--- config.mk ---
export PLATFORM = sky130hd
export DESIGN_NAME = hex_grid_face_enumerator_core
export DESIGN_NICKNAME = d
export VERILOG_FILES = /design/src/hw/rtl/hgfe_pkg.sv /design/src/hw/rtl/hex_grid_face_enumerator_core.sv /design/src/hw/rtl/hgfe_ctrl.sv /design/src/hw/rtl/hgfe_datapath.sv
export VERILOG_INCLUDE_DIRS = /design/src /design/src/hw/rtl
export SDC_FILE = /design/constraint.sdc
export NUM_CORES = 2
export LEC_CHECK = 0
export ABC_CLOCK_PERIOD_IN_PS = 16000
export BUFFER_PORTS_ARGS = -buffer_cell sky130_fd_sc_hd__buf_2
export CORE_ASPECT_RATIO = 2
export CORE_MARGIN = 1
export CORE_UTILIZATION = 25
export CTS_CLUSTER_DIAMETER = 40
export DETAILED_ROUTE_END_ITERATION = 8
export SYNTH_ARGS = -nofsm -noshare
export SYNTH_HDL_FRONTEND = slang
export SYNTH_SLANG_ARGS = --single-unit
--- constraint.sdc ---
create_clock -name clock -period 16 [get_ports clock]
set_input_delay 1.6 -clock clock [delete_from_list [all_inputs] [get_ports clock]]
set_output_delay 1.6 -clock clock [all_outputs]
set_load 0.02 [all_outputs]
--- src/hw/rtl/hex_grid_face_enumerator_core_assert.svh ---
// Assertion macros for the hex grid face enumerator.
// No dependencies; included by the top level.
`ifndef HEX_GRID_FACE_ENUMERATOR_CORE_ASSERT_SVH
`define HEX_GRID_FACE_ENUMERATOR_CORE_ASSERT_SVH

`ifndef SYNTH
`define HGFE_ASSERT_IMP(lbl, clk, rst, ante, cons) \
   lbl: assert property (@(posedge clk) disable iff (rst) (ante) |-> (cons)) \
      else $error("hgfe assertion failed");
`define HGFE_ASSERT_NXT(lbl, clk, rst, ante, cons) \
   lbl: assert property (@(posedge clk) disable iff (rst) (ante) |=> (cons)) \
      else $error("hgfe assertion failed");
`else
`define HGFE_ASSERT_IMP(lbl, clk, rst, ante, cons)
`define HGFE_ASSERT_NXT(lbl, clk, rst, ante, cons)
`endif

`endif

--- src/hw/rtl/hgfe_pkg.sv ---
// Package for the hex grid face enumerator: widths, codes, FSM and
// controller/datapath interface types. No dependencies.
`default_nettype none
package hgfe_pkg;

   localparam int DIM_W   = 10;
   localparam int IDX_W   = 30;
   localparam int NB_W    = 31;
   localparam int REQ_W   = 8;
   localparam int RSP_W   = 192;
   localparam int CSR_A_W = 2;

   localparam logic [DIM_W:0] MAX_CELLS_PER_AXIS = 11'd1023;

   localparam logic [1:0] DIR_X = 2'd0;
   localparam logic [1:0] DIR_Y = 2'd1;
   localparam logic [1:0] DIR_Z = 2'd2;

   localparam logic [CSR_A_W-1:0] CSR_CELLS_X = 2'd0;
   localparam logic [CSR_A_W-1:0] CSR_CELLS_Y = 2'd1;
   localparam logic [CSR_A_W-1:0] CSR_CELLS_Z = 2'd2;

   localparam logic [2:0] PATCH_INTERNAL = 3'd6;

   // rsp_tdata field positions
   localparam int RSP_DIR_LSB   = 0;
   localparam int RSP_A_LSB     = 2;
   localparam int RSP_B_LSB     = 32;
   localparam int RSP_C_LSB     = 62;
   localparam int RSP_D_LSB     = 92;
   localparam int RSP_OWN_LSB   = 122;
   localparam int RSP_NB_LSB    = 152;
   localparam int RSP_PATCH_LSB = 183;
   localparam int RSP_USED_W    = 186;

   typedef enum logic [4:0] {
      ST_IDLE = 5'b00001,
      ST_NORM = 5'b00010,
      ST_MUL1 = 5'b00100,
      ST_MUL2 = 5'b01000,
      ST_EMIT = 5'b10000
   } ctrl_state_type;

   typedef struct packed {
      logic accept;
      logic norm;
      logic mul1;
      logic mul2;
      logic load;
   } dp_cmd_type;

   typedef struct packed {
      logic out_free;
      logic out_valid;
   } dp_stat_type;

endpackage
`default_nettype wire

--- src/hw/rtl/hex_grid_face_enumerator_core.sv ---
// Each transfer on req_ yields the next face of a cells_x by cells_y by
// cells_z hexahedral grid on rsp_ (x-faces, then y-faces, then z-faces, k
// fastest), wrapping after the final z-face, which carries tlast. Each face
// goes through accept, position normalise, two index multiply steps and emit;
// emit waits while the result register still holds a face not yet taken. The
// result register lets the next request in while a face waits. The user must
// write sizes on the csr_ port while idle (not enforced); 0 counts as 1.
// Depends on hgfe_pkg, hgfe_ctrl, hgfe_datapath and the assertion header.
`default_nettype none
`include "hex_grid_face_enumerator_core_assert.svh"
module hex_grid_face_enumerator_core
   import hgfe_pkg::*;
(
   input  wire logic               clock,
   input  wire logic               reset,
   input  wire logic               req_tvalid,
   output logic                    req_tready,
   input  wire logic [REQ_W-1:0]   req_tdata,   // [0] restart, rest zero
   output logic                    rsp_tvalid,
   input  wire logic               rsp_tready,
   output logic [RSP_W-1:0]        rsp_tdata,   // direction, corner_a..d, owner_cell,
                                                // neighbour_cell, patch_id, zero pad
   output logic                    rsp_tlast,   // last_face
   input  wire logic               csr_wr_en,
   input  wire logic [CSR_A_W-1:0] csr_index,
   input  wire logic [DIM_W-1:0]   csr_wdata
);

   dp_cmd_type  cmd;
   dp_stat_type stat;

   hgfe_ctrl u_ctrl (
      .clock      (clock),
      .reset      (reset),
      .req_tvalid (req_tvalid),
      .req_tready (req_tready),
      .stat       (stat),
      .cmd        (cmd)
   );

   hgfe_datapath u_dp (
      .clock      (clock),
      .reset      (reset),
      .csr_wr_en  (csr_wr_en),
      .csr_index  (csr_index),
      .csr_wdata  (csr_wdata),
      .restart    (req_tdata[0]),
      .rsp_tready (rsp_tready),
      .rsp_tdata  (rsp_tdata),
      .rsp_tlast  (rsp_tlast),
      .cmd        (cmd),
      .stat       (stat)
   );

   assign rsp_tvalid = stat.out_valid;

   `HGFE_ASSERT_NXT(a_busy_after_accept, clock, reset, req_tvalid && req_tready, !req_tready)
   `HGFE_ASSERT_IMP(a_last_is_z, clock, reset, rsp_tvalid && rsp_tlast, rsp_tdata[RSP_DIR_LSB +: 2] == DIR_Z)
   `HGFE_ASSERT_IMP(a_inner_patch, clock, reset, rsp_tvalid && (rsp_tdata[RSP_NB_LSB +: NB_W] != '1), rsp_tdata[RSP_PATCH_LSB +: 3] == PATCH_INTERNAL)

endmodule
`default_nettype wire

--- src/hw/rtl/hgfe_ctrl.sv ---
// Sequencer for the hex grid face enumerator.
// Depends on hgfe_pkg.
`default_nettype none
module hgfe_ctrl
   import hgfe_pkg::*;
(
   input  wire logic        clock,
   input  wire logic        reset,
   input  wire logic        req_tvalid,
   output logic             req_tready,
   input  wire dp_stat_type stat,
   output dp_cmd_type       cmd
);

   ctrl_state_type state_ff, state_in;

   always_comb begin
      state_in   = state_ff;
      cmd        = '0;
      req_tready = 1'b0;
      case (state_ff)
         ST_IDLE: begin
            req_tready = 1'b1;
            if (req_tvalid) begin
               cmd.accept = 1'b1;
               state_in   = ST_NORM;
            end
         end
         ST_NORM: begin
            cmd.norm = 1'b1;
            state_in = ST_MUL1;
         end
         ST_MUL1: begin
            cmd.mul1 = 1'b1;
            state_in = ST_MUL2;
         end
         ST_MUL2: begin
            cmd.mul2 = 1'b1;
            state_in = ST_EMIT;
         end
         ST_EMIT: begin
            if (stat.out_free) begin
               cmd.load = 1'b1;
               state_in = ST_IDLE;
            end
         end
         default: begin
            state_in = ST_IDLE;
         end
      endcase
   end

   always_ff @(posedge clock) begin
      if (reset) begin
         state_ff <= ST_IDLE;
      end else begin
         state_ff <= state_in;
      end
   end

endmodule
`default_nettype wire

--- src/hw/rtl/hgfe_datapath.sv ---
// Datapath for the hex grid face enumerator: size registers, walk counters,
// index multipliers, corner/cell arithmetic and the result register.
// Depends on hgfe_pkg.
`default_nettype none
module hgfe_datapath
   import hgfe_pkg::*;
(
   input  wire logic               clock,
   input  wire logic               reset,
   input  wire logic               csr_wr_en,
   input  wire logic [CSR_A_W-1:0] csr_index,
   input  wire logic [DIM_W-1:0]   csr_wdata,
   input  wire logic               restart,
   input  wire logic               rsp_tready,
   output logic [RSP_W-1:0]        rsp_tdata,
   output logic                    rsp_tlast,
   input  wire dp_cmd_type         cmd,
   output dp_stat_type             stat
);

   function automatic logic [DIM_W-1:0] eff_dim(input logic [DIM_W-1:0] v);
      logic [DIM_W-1:0] r;
      r = v;
      if (v == '0) begin
         r = DIM_W'(1);
      end else if ({1'b0, v} > MAX_CELLS_PER_AXIS) begin
         r = MAX_CELLS_PER_AXIS[DIM_W-1:0];
      end
      return r;
   endfunction

   logic [DIM_W-1:0] cells_x_ff, cells_y_ff, cells_z_ff;
   logic [DIM_W-1:0] nx, ny, nz;
   logic [DIM_W:0]   ny1, nz1;

   logic [1:0]       axis_ff, axis_in;
   logic [DIM_W-1:0] ci_ff, cj_ff, ck_ff, ci_in, cj_in, ck_in;
   logic             restart_ff;

   logic [1:0]       ph_ff;
   logic [DIM_W-1:0] i_ff, j_ff, k_ff, mi_ff, mj_ff, mk_ff;
   logic             lower_ff, upper_ff, last_ff;

   logic [20:0]      ap_ff, syz_ff;
   logic [19:0]      ac_ff, yz_ff;
   logic [IDX_W-1:0] p_ff, c_ff, s1_ff, s3_ff, s13_ff, sc_ff;

   logic [RSP_W-1:0] rsp_data_ff, rsp_data_in;
   logic             rsp_last_ff, rsp_last_in;
   logic             rsp_valid_ff, rsp_valid_in;

   assign nx  = eff_dim(cells_x_ff);
   assign ny  = eff_dim(cells_y_ff);
   assign nz  = eff_dim(cells_z_ff);
   assign ny1 = {1'b0, ny} + 11'd1;
   assign nz1 = {1'b0, nz} + 11'd1;

   always_ff @(posedge clock) begin
      if (reset) begin
         cells_x_ff <= DIM_W'(1);
         cells_y_ff <= DIM_W'(1);
         cells_z_ff <= DIM_W'(1);
      end else if (csr_wr_en) begin
         case (csr_index)
            CSR_CELLS_X: cells_x_ff <= csr_wdata;
            CSR_CELLS_Y: cells_y_ff <= csr_wdata;
            CSR_CELLS_Z: cells_z_ff <= csr_wdata;
            default: ;
         endcase
      end
   end

   // normalise the walk position
   logic             bad, zap, out_rng;
   logic [1:0]       ph0, ph_n;
   logic [DIM_W-1:0] i0, j0, k0, mi0, mj0, mk0;
   logic [DIM_W-1:0] i_n, j_n, k_n, mi_n, mj_n, mk_n;
   logic             lower_n, upper_n, last_n;

   always_comb begin
      ph0 = restart_ff ? DIR_X : axis_ff;
      bad = (ph0 != DIR_X) && (ph0 != DIR_Y) && (ph0 != DIR_Z);
      zap = restart_ff || bad;
      if (bad) begin
         ph0 = DIR_X;
      end
      i0  = zap ? '0 : ci_ff;
      j0  = zap ? '0 : cj_ff;
      k0  = zap ? '0 : ck_ff;
      mi0 = (ph0 == DIR_X) ? nx : nx - DIM_W'(1);
      mj0 = (ph0 == DIR_Y) ? ny : ny - DIM_W'(1);
      mk0 = (ph0 == DIR_Z) ? nz : nz - DIM_W'(1);
      out_rng = (i0 > mi0) || (j0 > mj0) || (k0 > mk0);
      ph_n = out_rng ? DIR_X : ph0;
      i_n  = out_rng ? '0 : i0;
      j_n  = out_rng ? '0 : j0;
      k_n  = out_rng ? '0 : k0;
      mi_n = (ph_n == DIR_X) ? nx : nx - DIM_W'(1);
      mj_n = (ph_n == DIR_Y) ? ny : ny - DIM_W'(1);
      mk_n = (ph_n == DIR_Z) ? nz : nz - DIM_W'(1);
      case (ph_n)
         DIR_X: begin
            lower_n = (i_n == '0);
            upper_n = (i_n == nx);
         end
         DIR_Y: begin
            lower_n = (j_n == '0);
            upper_n = (j_n == ny);
         end
         default: begin
            lower_n = (k_n == '0);
            upper_n = (k_n == nz);
         end
      endcase
      last_n = (ph_n == DIR_Z) && (i_n == mi_n) && (j_n == mj_n) && (k_n == mk_n);
   end

   // advance the walk from the normalised position
   always_comb begin
      axis_in = axis_ff;
      ci_in   = ci_ff;
      cj_in   = cj_ff;
      ck_in   = ck_ff;
      if (cmd.mul1) begin
         axis_in = ph_ff;
         ci_in   = i_ff;
         cj_in   = j_ff;
         ck_in   = k_ff + DIM_W'(1);
         if (k_ff >= mk_ff) begin
            ck_in = '0;
            cj_in = j_ff + DIM_W'(1);
            if (j_ff >= mj_ff) begin
               cj_in = '0;
               ci_in = i_ff + DIM_W'(1);
               if (i_ff >= mi_ff) begin
                  ci_in   = '0;
                  axis_in = (ph_ff == DIR_Z) ? DIR_X : ph_ff + 2'd1;
               end
            end
         end
      end
   end

   always_ff @(posedge clock) begin
      if (reset) begin
         axis_ff <= DIR_X;
         ci_ff   <= '0;
         cj_ff   <= '0;
         ck_ff   <= '0;
      end else begin
         axis_ff <= axis_in;
         ci_ff   <= ci_in;
         cj_ff   <= cj_in;
         ck_ff   <= ck_in;
      end
   end

   // index arithmetic: two multiply steps
   logic [IDX_W-1:0] sz, syz30, yz30, p_mul, c_mul;
   assign sz    = IDX_W'(nz1);
   assign syz30 = IDX_W'(syz_ff);
   assign yz30  = IDX_W'(yz_ff);
   assign p_mul = IDX_W'(32'(ap_ff) * 32'(nz1) + 32'(k_ff));
   assign c_mul = IDX_W'(32'(ac_ff) * 32'(nz) + 32'(k_ff));

   always_ff @(posedge clock) begin
      if (cmd.accept) begin
         restart_ff <= restart;
      end
      if (cmd.norm) begin
         ph_ff    <= ph_n;
         i_ff     <= i_n;
         j_ff     <= j_n;
         k_ff     <= k_n;
         mi_ff    <= mi_n;
         mj_ff    <= mj_n;
         mk_ff    <= mk_n;
         lower_ff <= lower_n;
         upper_ff <= upper_n;
         last_ff  <= last_n;
      end
      if (cmd.mul1) begin
         ap_ff  <= 21'(21'(i_ff) * 21'(ny1) + 21'(j_ff));
         ac_ff  <= 20'(20'(i_ff) * 20'(ny) + 20'(j_ff));
         syz_ff <= 21'(21'(ny1) * 21'(nz1));
         yz_ff  <= 20'(20'(ny) * 20'(nz));
      end
      if (cmd.mul2) begin
         p_ff <= p_mul;
         c_ff <= c_mul;
         case (ph_ff)
            DIR_X: begin
               s1_ff  <= sz;
               s3_ff  <= IDX_W'(1);
               s13_ff <= sz + IDX_W'(1);
               sc_ff  <= yz30;
            end
            DIR_Y: begin
               s1_ff  <= IDX_W'(1);
               s3_ff  <= syz30;
               s13_ff <= syz30 + IDX_W'(1);
               sc_ff  <= IDX_W'(nz);
            end
            default: begin
               s1_ff  <= syz30;
               s3_ff  <= sz;
               s13_ff <= syz30 + sz;
               sc_ff  <= IDX_W'(1);
            end
         endcase
      end
   end

   // face assembly
   logic [IDX_W-1:0] c1, c2, c3, own;
   logic [NB_W-1:0]  nb;
   logic [2:0]       pid;

   always_comb begin
      c1  = p_ff + s1_ff;
      c2  = p_ff + s13_ff;
      c3  = p_ff + s3_ff;
      own = lower_ff ? c_ff : c_ff - sc_ff;
      nb  = (lower_ff || upper_ff) ? '1 : {1'b0, c_ff};
      if (lower_ff) begin
         pid = {ph_ff, 1'b0};
      end else if (upper_ff) begin
         pid = {ph_ff, 1'b1};
      end else begin
         pid = PATCH_INTERNAL;
      end
      if (lower_ff) begin
         rsp_data_in = {{(RSP_W-RSP_USED_W){1'b0}}, pid, nb, own, p_ff, c1, c2, c3, ph_ff};
      end else begin
         rsp_data_in = {{(RSP_W-RSP_USED_W){1'b0}}, pid, nb, own, c3, c2, c1, p_ff, ph_ff};
      end
      rsp_last_in = last_ff;
   end

   assign rsp_valid_in = cmd.load || (rsp_valid_ff && !rsp_tready);

   always_ff @(posedge clock) begin
      if (reset) begin
         rsp_valid_ff <= 1'b0;
      end else begin
         rsp_valid_ff <= rsp_valid_in;
      end
      if (cmd.load) begin
         rsp_data_ff <= rsp_data_in;
         rsp_last_ff <= rsp_last_in;
      end
   end

   assign rsp_tdata      = rsp_data_ff;
   assign rsp_tlast      = rsp_last_ff;
   assign stat.out_free  = !rsp_valid_ff || rsp_tready;
   assign stat.out_valid = rsp_valid_ff;

endmodule
`default_nettype wire
After elaboration in Yosys (flattened, before gate mapping)
Index checks and enable logic that the tools add are counted.

Eq/ne operators: 23. Add/subtract/negate cells: 20. Reduce and logical (&&, ||, !) cells: 29. Order comparisons: 6. Muxes and demuxes: 50. $mul: 6.

Operator list (number): 10-bit 2-to-1 mux (21); 122-bit 2-to-1 mux (1); 30-bit adder (3); 21-bit one-hot mux with 2 select lines (2); 30-bit by 10-bit adder with 30-bit output (2); 10-bit equality test (6); 10-bit logical NOT (6); 30-bit one-hot mux with 2 select lines (1); 10-bit by 10-bit multiplier with 20-bit output (2); 20-bit one-hot mux with 2 select lines (1); 31-bit 2-to-1 mux (1); 10-bit by 1-bit adder with 10-bit output, second input constant (3); 10-bit >= comparator (3); 10-bit greater-than comparator (3); 20-bit by 10-bit multiplier with 30-bit output (1); 21-bit by 11-bit multiplier with 30-bit output (1); 30-bit 2-to-1 mux (1); 10-bit by 1-bit subtractor with 10-bit output, second input constant (3); 30-bit subtractor (1); 5-bit one-hot mux with 5 select lines (1); 10-bit by 1-bit adder with 11-bit output, second input constant (2); 21-bit by 1-bit adder with 22-bit output, second input constant (1); 21-bit by 11-bit adder with 22-bit output (1); 21-bit by 10-bit adder with 21-bit output (1); other kinds (25) (66).

Bits in registers: 583. Input bits: 25. Output and inout bits: 195. Logic and storage cells: 166.

Longest topological paths before layout
Word-level depth: 17. Mapped depth: 29. Depth with buffers taken out: 26.

Modules after synthesis
From an unflattened synthesis, not the netlist that was laid out.

Cells, all modules: 6147. Area total of the unflattened synthesis: 58288.4 µm².

Modules (own cells, without submodules): hgfe_datapath (cells each 6117, times used 1, area an instance 58021.9 µm², sequential area each 15645.0 µm²); hgfe_ctrl (cells each 30, times used 1, area an instance 266.5 µm², sequential area each 100.1 µm²).

Worst setup path after synthesis
OpenSTA, ideal clock, no wires.

Kind: input port to flip-flop. Start point: input rsp_tready. End point: register u_dp.rsp_data_ff[0], in the netlist u_dp.rsp_tdata[0], enable pin. Library setup time: 758 ps. Setup slack: 5299 ps. Required time: 15242 ps. Arrival time: 9943 ps. Path buffers: 0. Cell stages on the path: 2. Path through: nand2b_1 -> nor2b_1.

RTL lines: start, declared (RTL line hex_grid_face_enumerator_core.sv:20) `input wire logic rsp_tready,`; end signal, assigned (RTL line hgfe_datapath.sv:249) `rsp_data_ff <= rsp_data_in;`; end, declared (RTL line hgfe_datapath.sv:48) `logic [RSP_W-1:0] rsp_data_ff, rsp_data_in;`.

Worst setup path in the final report
Start point: register u_dp.cells_z_ff[3]. End point: register u_dp.p_ff[28] (data pin).

Cells in the longest elaborated chain, start to end: 5.

RTL lines: start, declared (RTL line hgfe_datapath.sv:32) `logic [DIM_W-1:0] cells_x_ff, cells_y_ff, cells_z_ff;`; start signal, assigned (RTL line hgfe_datapath.sv:67) `CSR_CELLS_Z: cells_z_ff <= csr_wdata;`; 10-bit logical NOT (RTL line hgfe_datapath.sv:24) `if (v == '0) begin`; 10-bit 2-to-1 mux * (RTL line hgfe_datapath.sv:24); 10-bit by 1-bit adder with 11-bit output * (RTL line hgfe_datapath.sv:56) `assign nz1 = {1'b0, nz} + 11'd1;`; 21-bit by 11-bit multiplier with 30-bit output * (RTL line hgfe_datapath.sv:163) `assign p_mul = IDX_W'(32'(ap_ff) * 32'(nz1) + 32'(k_ff));`; 30-bit by 10-bit adder with 30-bit output * (RTL line hgfe_datapath.sv:163); net u_dp.p_mul[28] (RTL line hgfe_datapath.sv:159) `logic [IDX_W-1:0] sz, syz30, yz30, p_mul, c_mul;`; end signal, assigned (RTL line hgfe_datapath.sv:189) `p_ff <= p_mul;`; end, declared (RTL line hgfe_datapath.sv:46) `logic [IDX_W-1:0] p_ff, c_ff, s1_ff, s3_ff, s13_ff, sc_ff;`.

Mark *: on every way through the listed nets, which the timed path passes. The rest lies on a longest branch. A chain may end at the register's enable or synchronous reset.

==> Flow_metrics.wiki <==
{| class="wikitable"
! Metric !! Value
|-
| Global-route wire length before repair || 269000 um
|-
| Resized cells post-CTS || 0
|-
| Effective utilization at floorplan || 25.1%
|-
| Sum of routed wire length over all layers || approximately 180000 um
|-
| Placed inst area || 0.0626 mm2
|-
| Buffering stage count on the worst path with inverters included || 6
|-
| Slowest library cell on the worst path || sky130_fd_sc_hd__dfxtp_2
|-
| Count of final hold-check violations || 0
|-
| Synthesized area per cell || roughly 9.5 um2
|-
| Logic depth of the worst register-to-register path || 27
|-
| Area added between synthesis and finish || 12.5%
|-
| Category of the worst setup path launch point || flop
|-
| Adder and majority gate portion of the synthesized area || ~33%
|-
| Pin count of the biggest net entering global routing || 115
|-
| Startpoint-to-endpoint class of the critical path || flop to flop
|-
| Slew at the pin closest to its max-slew limit || 1.24 ns
|-
| HP Start || u_dp.ck_ff[8]
|-
| Setup repair after global routing missed its margin || no
|-
| TritonCTS clock tree || built
|-
| Cts bufs inserted || 78
|-
| Number of instances in the synthesized netlist || 6112
|-
| Aggregate global-route resource usage || 15.1%
|-
| Via count normalized by instance count || 4.68
|-
| Pre-Repair DR Iteration Count || 5
|-
| Sink count of the clock tree || 547
|-
| Vertical die dimension || 684 um
|-
| Routing usage on met2 || 29.4%
|-
| Placeable Area || 0.231 mm2
|-
| Relative slew slack || 16.9%
|-
| Count of warnings emitted by yosys || 0
|-
| Fraction of layout cells with a size suffix above 1 || under 10%
|-
| Static Leak || 28.6 nW
|-
| Via total after detailed routing || 43500
|-
| Setup TNS || 0 ns
|-
| Number of distinct library cells after synthesis || 100
|-
| Outcome || completed
|-
| Post-synthesis cell area || 0.0581 mm2
|-
| Total number of nets in the final design || 7397
|-
| Fraction of registers with async set or reset after synthesis || 0%
|-
| VDD IR-drop max || 65.9 uV
|-
| Hold Crit Depth || 2
|-
| Mean routed wirelength per cell || 19.1 um
|-
| Clock latency on the worst-skew pair || 0.69 ns
|-
| Count of antenna-violating nets left after detailed routing || 0
|-
| Required arrival time at the worst endpoint || between 15 and 20 ns
|-
| Largest fanout of any net on the critical path || 42
|-
| Number of levels in the clock H-tree || 3
|-
| Max-slew violation count || 0
|-
| Xor/xnor share of the synthesized area || 5.50%
|-
| Origin of the critical flop-to-flop path || u_dp.cells_z_ff[3]
|-
| Layer carrying the most global-route usage || met2
|-
| Post-CTS Setup Repair Bufs || 0
|-
| Antenna violations before repair || 16
|-
| Terminus of the critical flop-to-flop path || u_dp.p_ff[28]
|-
| Path class of the lowest-slack min-delay path || flop to flop
|-
| Post-synth EDFFs || 479
|-
| #FFs+latches synth || 547
|-
| Min cycle time layout || 8.57 ns
|-
| Core Rows || 250
|-
| Global Route met1 Usage || between 10% and 20%
|-
| Period utilisation layout || 53.6%
|-
| Family with the most delay on the worst path || adder cells
|-
| Most used cell along the critical path || sky130_fd_sc_hd__fa_1
|-
| Area fraction in and, or, nand and nor cells after synthesis || 16.1%
|-
| Predominant post-synthesis flop cell || sky130_fd_sc_hd__edfxtp_1
|-
| Vias in the first global route || 47300
|-
| Endpoint class of the critical path || flop
|-
| Bufs on Longest Clock Path || 3
|-
| Port Buffer Count || 206
|-
| Worst-path clk slew || 0.06 ns
|-
| Mux contribution to synthesized area || 1.71%
|-
| Residual DRC || 0
|-
| Hold bufs inserted after CTS || 0
|-
| Highest clock frequency the design can meet || around 120 MHz
|-
| Synthesized-area fraction occupied by ao, oa, aoi and oai cells || 7.84%
|-
| Hold Path End || u_dp.ck_ff[8]
|-
| Number of endpoints failing setup at the final stage || 0
|-
| Die Area || 0.235 mm2
|-
| Last weighted congestion value of the routability-driven placer || 0.955
|-
| Worst endpoint data arrival time || roughly 9.0 ns
|-
| Power per standard cell area || 66.9 mW/mm2
|-
| Register-to-register setup slack || 7.43 ns
|-
| Boundary pin count || 220
|-
| Max-Cap Viols || 0
|-
| Setup skew after layout || 0.0545 ns
|-
| Met3 Resource Use GR || a little under 2%
|-
| Total grt overflow || 0
|-
| Placed wire-length estimate || 140000 um
|-
| Worst stage delay on the critical path || 0.66 ns
|-
| Drt initial violations || 1926
|-
| Cell area after layout || 0.0654 mm2
|-
| Overall die width || between 300 and 400 um
|-
| Root buffer selected by CTS || sky130_fd_sc_hd__clkbuf_16
|-
| Main combinational cell family by area after synthesis || adder cells
|-
| Proportion of synthesized chip area in sequential cells || 27.1%
|}
==> tightest hold or removal path: cells and delay by family, from the launching register on <==
| family | cells | cell delay (ns) |
|---|---|---|
| AOI/OAI and AO/OA | 1 | 0.05 |
| and+or+nand+nor | 1 | 0.05 |
| DFF | 1 | 0.31 |
==> where the power goes <==
group	internal (mW)	leakage (nW)	switching (mW)
sequential	1.58	4.92	0.0186
clock	1.01	1.30	0.785
combinational	0.379	22.4	0.595
total	2.98	28.6	1.40
==> area by class of cell <==
class,instances,area [um2]
clock buffer,85,1990
tap,3024,3780
timing repair buffer,294,1720
sequential,547,15700
fill,24400,166000
clock inverter,60,741
multi-input combinational,4300,37700
inverter,975,3670
antenna,5,12.5
==> logic make-up (layout without fill, tap and decap cells) <==
| family | after synthesis | after routing |
|---|---|---|
| buffers and inverters | 1270 | 1414 |
| and+or+nand+nor | 1974 | 1974 |
| xor gates and xnor gates | 365 | 365 |
| other | 1 | 11 |
| adders and majority gates | 1176 | 1176 |
| AOI/OAI and AO/OA | 684 | 684 |
| DFF | 547 | 547 |
| muxes | 95 | 95 |
==> cell usage after synthesis, types with 9 or more instances <==
master	n	share of area (%)
sky130_fd_sc_hd__nand2_1	785	5.1
sky130_fd_sc_hd__nand4_1	23	0.25
sky130_fd_sc_hd__o21a_1	40	0.52
sky130_fd_sc_hd__a31oi_1	28	0.30
sky130_fd_sc_hd__nand2b_1	37	0.40
sky130_fd_sc_hd__nor3b_1	12	0.16
sky130_fd_sc_hd__and3_1	37	0.40
sky130_fd_sc_hd__or3_1	56	0.60
sky130_fd_sc_hd__clkbuf_1	233	1.5
sky130_fd_sc_hd__a211oi_1	31	0.40
sky130_fd_sc_hd__xor2_1	100	1.5
sky130_fd_sc_hd__o211ai_1	22	0.28
sky130_fd_sc_hd__mux2i_1	59	1.0
sky130_fd_sc_hd__a21oi_1	181	1.6
sky130_fd_sc_hd__buf_1	47	0.30
sky130_fd_sc_hd__nor3_1	94	0.81
sky130_fd_sc_hd__a22o_1	13	0.20
sky130_fd_sc_hd__a21o_1	42	0.54
sky130_fd_sc_hd__nor2b_1	56	0.60
sky130_fd_sc_hd__edfxtp_1	479	25
sky130_fd_sc_hd__and2_1	329	3.5
sky130_fd_sc_hd__o21ai_0	156	1.3
sky130_fd_sc_hd__xnor2_1	265	4.0
sky130_fd_sc_hd__dfxtp_1	68	2.3
sky130_fd_sc_hd__o31ai_1	11	0.14
sky130_fd_sc_hd__inv_1	969	6.3
sky130_fd_sc_hd__mux2_2	36	0.70
sky130_fd_sc_hd__o21bai_1	14	0.18
sky130_fd_sc_hd__nor2_1	358	2.3
sky130_fd_sc_hd__a21boi_0	12	0.16
sky130_fd_sc_hd__a211o_1	9	0.14
sky130_fd_sc_hd__nor4_1	26	0.28
sky130_fd_sc_hd__fa_1	629	22
sky130_fd_sc_hd__or2_2	10	0.11
sky130_fd_sc_hd__ha_1	547	12
sky130_fd_sc_hd__nand3_1	109	0.94
==> per-stage QoR <==
| step | setup WS [ns] | total power [mW] | utilization (%) | instances | hold WS (ns) |
|---|---|---|---|---|---|
| after detailed placement | 7.38 | 2.61 | 27.1 | 9140 | 0.442 |
| after global routing | 7.07 | 4.59 | 28.2 | 9287 | 0.489 |
| after floorplan | 5.30 | 2.35 | - | 6117 | 0.400 |
| final | 7.43 | 4.37 | 28.2 | 9290 | 0.450 |
| after global placement | 7.49 | 2.59 | 27.1 | 9140 | 0.446 |
| after CTS | 7.40 | 4.43 | 28.2 | 9285 | 0.454 |
==> cells in the final DEF, fill, tap and decap left out, types with 86 or more instances in the layout <==
master and n:
sky130_fd_sc_hd__fa_1 629, sky130_fd_sc_hd__buf_4 86, sky130_fd_sc_hd__and2_1 329, sky130_fd_sc_hd__nand3_1 109, sky130_fd_sc_hd__edfxtp_1 479, sky130_fd_sc_hd__buf_2 206
sky130_fd_sc_hd__nor3_1 94, sky130_fd_sc_hd__nor2_1 355, sky130_fd_sc_hd__a21oi_1 181, sky130_fd_sc_hd__o21ai_0 156, sky130_fd_sc_hd__ha_1 547, sky130_fd_sc_hd__xor2_1 100
sky130_fd_sc_hd__xnor2_1 256, sky130_fd_sc_hd__inv_1 967, sky130_fd_sc_hd__nand2_1 785
==> sequential cells by signal (all words and copies together) (netlist names), 20 cells and up <==
name	cells
u_dp.s13_ff	22
u_dp.sc_ff	20
u_dp.p_ff	30
u_dp.ac_ff	20
u_dp.s1_ff	21
u_dp.syz_ff	21
u_dp.ap_ff	21
u_dp.s3_ff	21
u_dp.rsp_tdata	186
u_dp.yz_ff	20
u_dp.c_ff	30
==> layer usage <==
| metal | share of wire (%) | vias up |
|---|---|---|
| met5 | 0.037 | - |
| met4 | 7.1 | 10 |
| met3 | 4.2 | 551 |
| met2 | 55 | 1265 |
| met1 | 34 | 21700 |
| li1 | - | 20000 |
==> worst max-delay path by stage <==
stage / from / to / slack (ns) / depth (start not counted)
detailed placement: u_dp.cells_z_ff[3] / u_dp.p_ff[28] / 7.38 / 27
global placement: u_dp.cells_z_ff[3] / u_dp.p_ff[28] / 7.49 / 27
CTS: u_dp.cells_z_ff[3] / u_dp.p_ff[28] / 7.40 / 27
floorplan: rsp_tready / u_dp.rsp_tdata[0] / 5.30 / 2
global route: u_dp.cells_z_ff[3] / u_dp.p_ff[28] / 7.07 / 27
finish: u_dp.cells_z_ff[3] / u_dp.p_ff[28] / 7.43 / 27
Power figures use the tool's default switching activity.
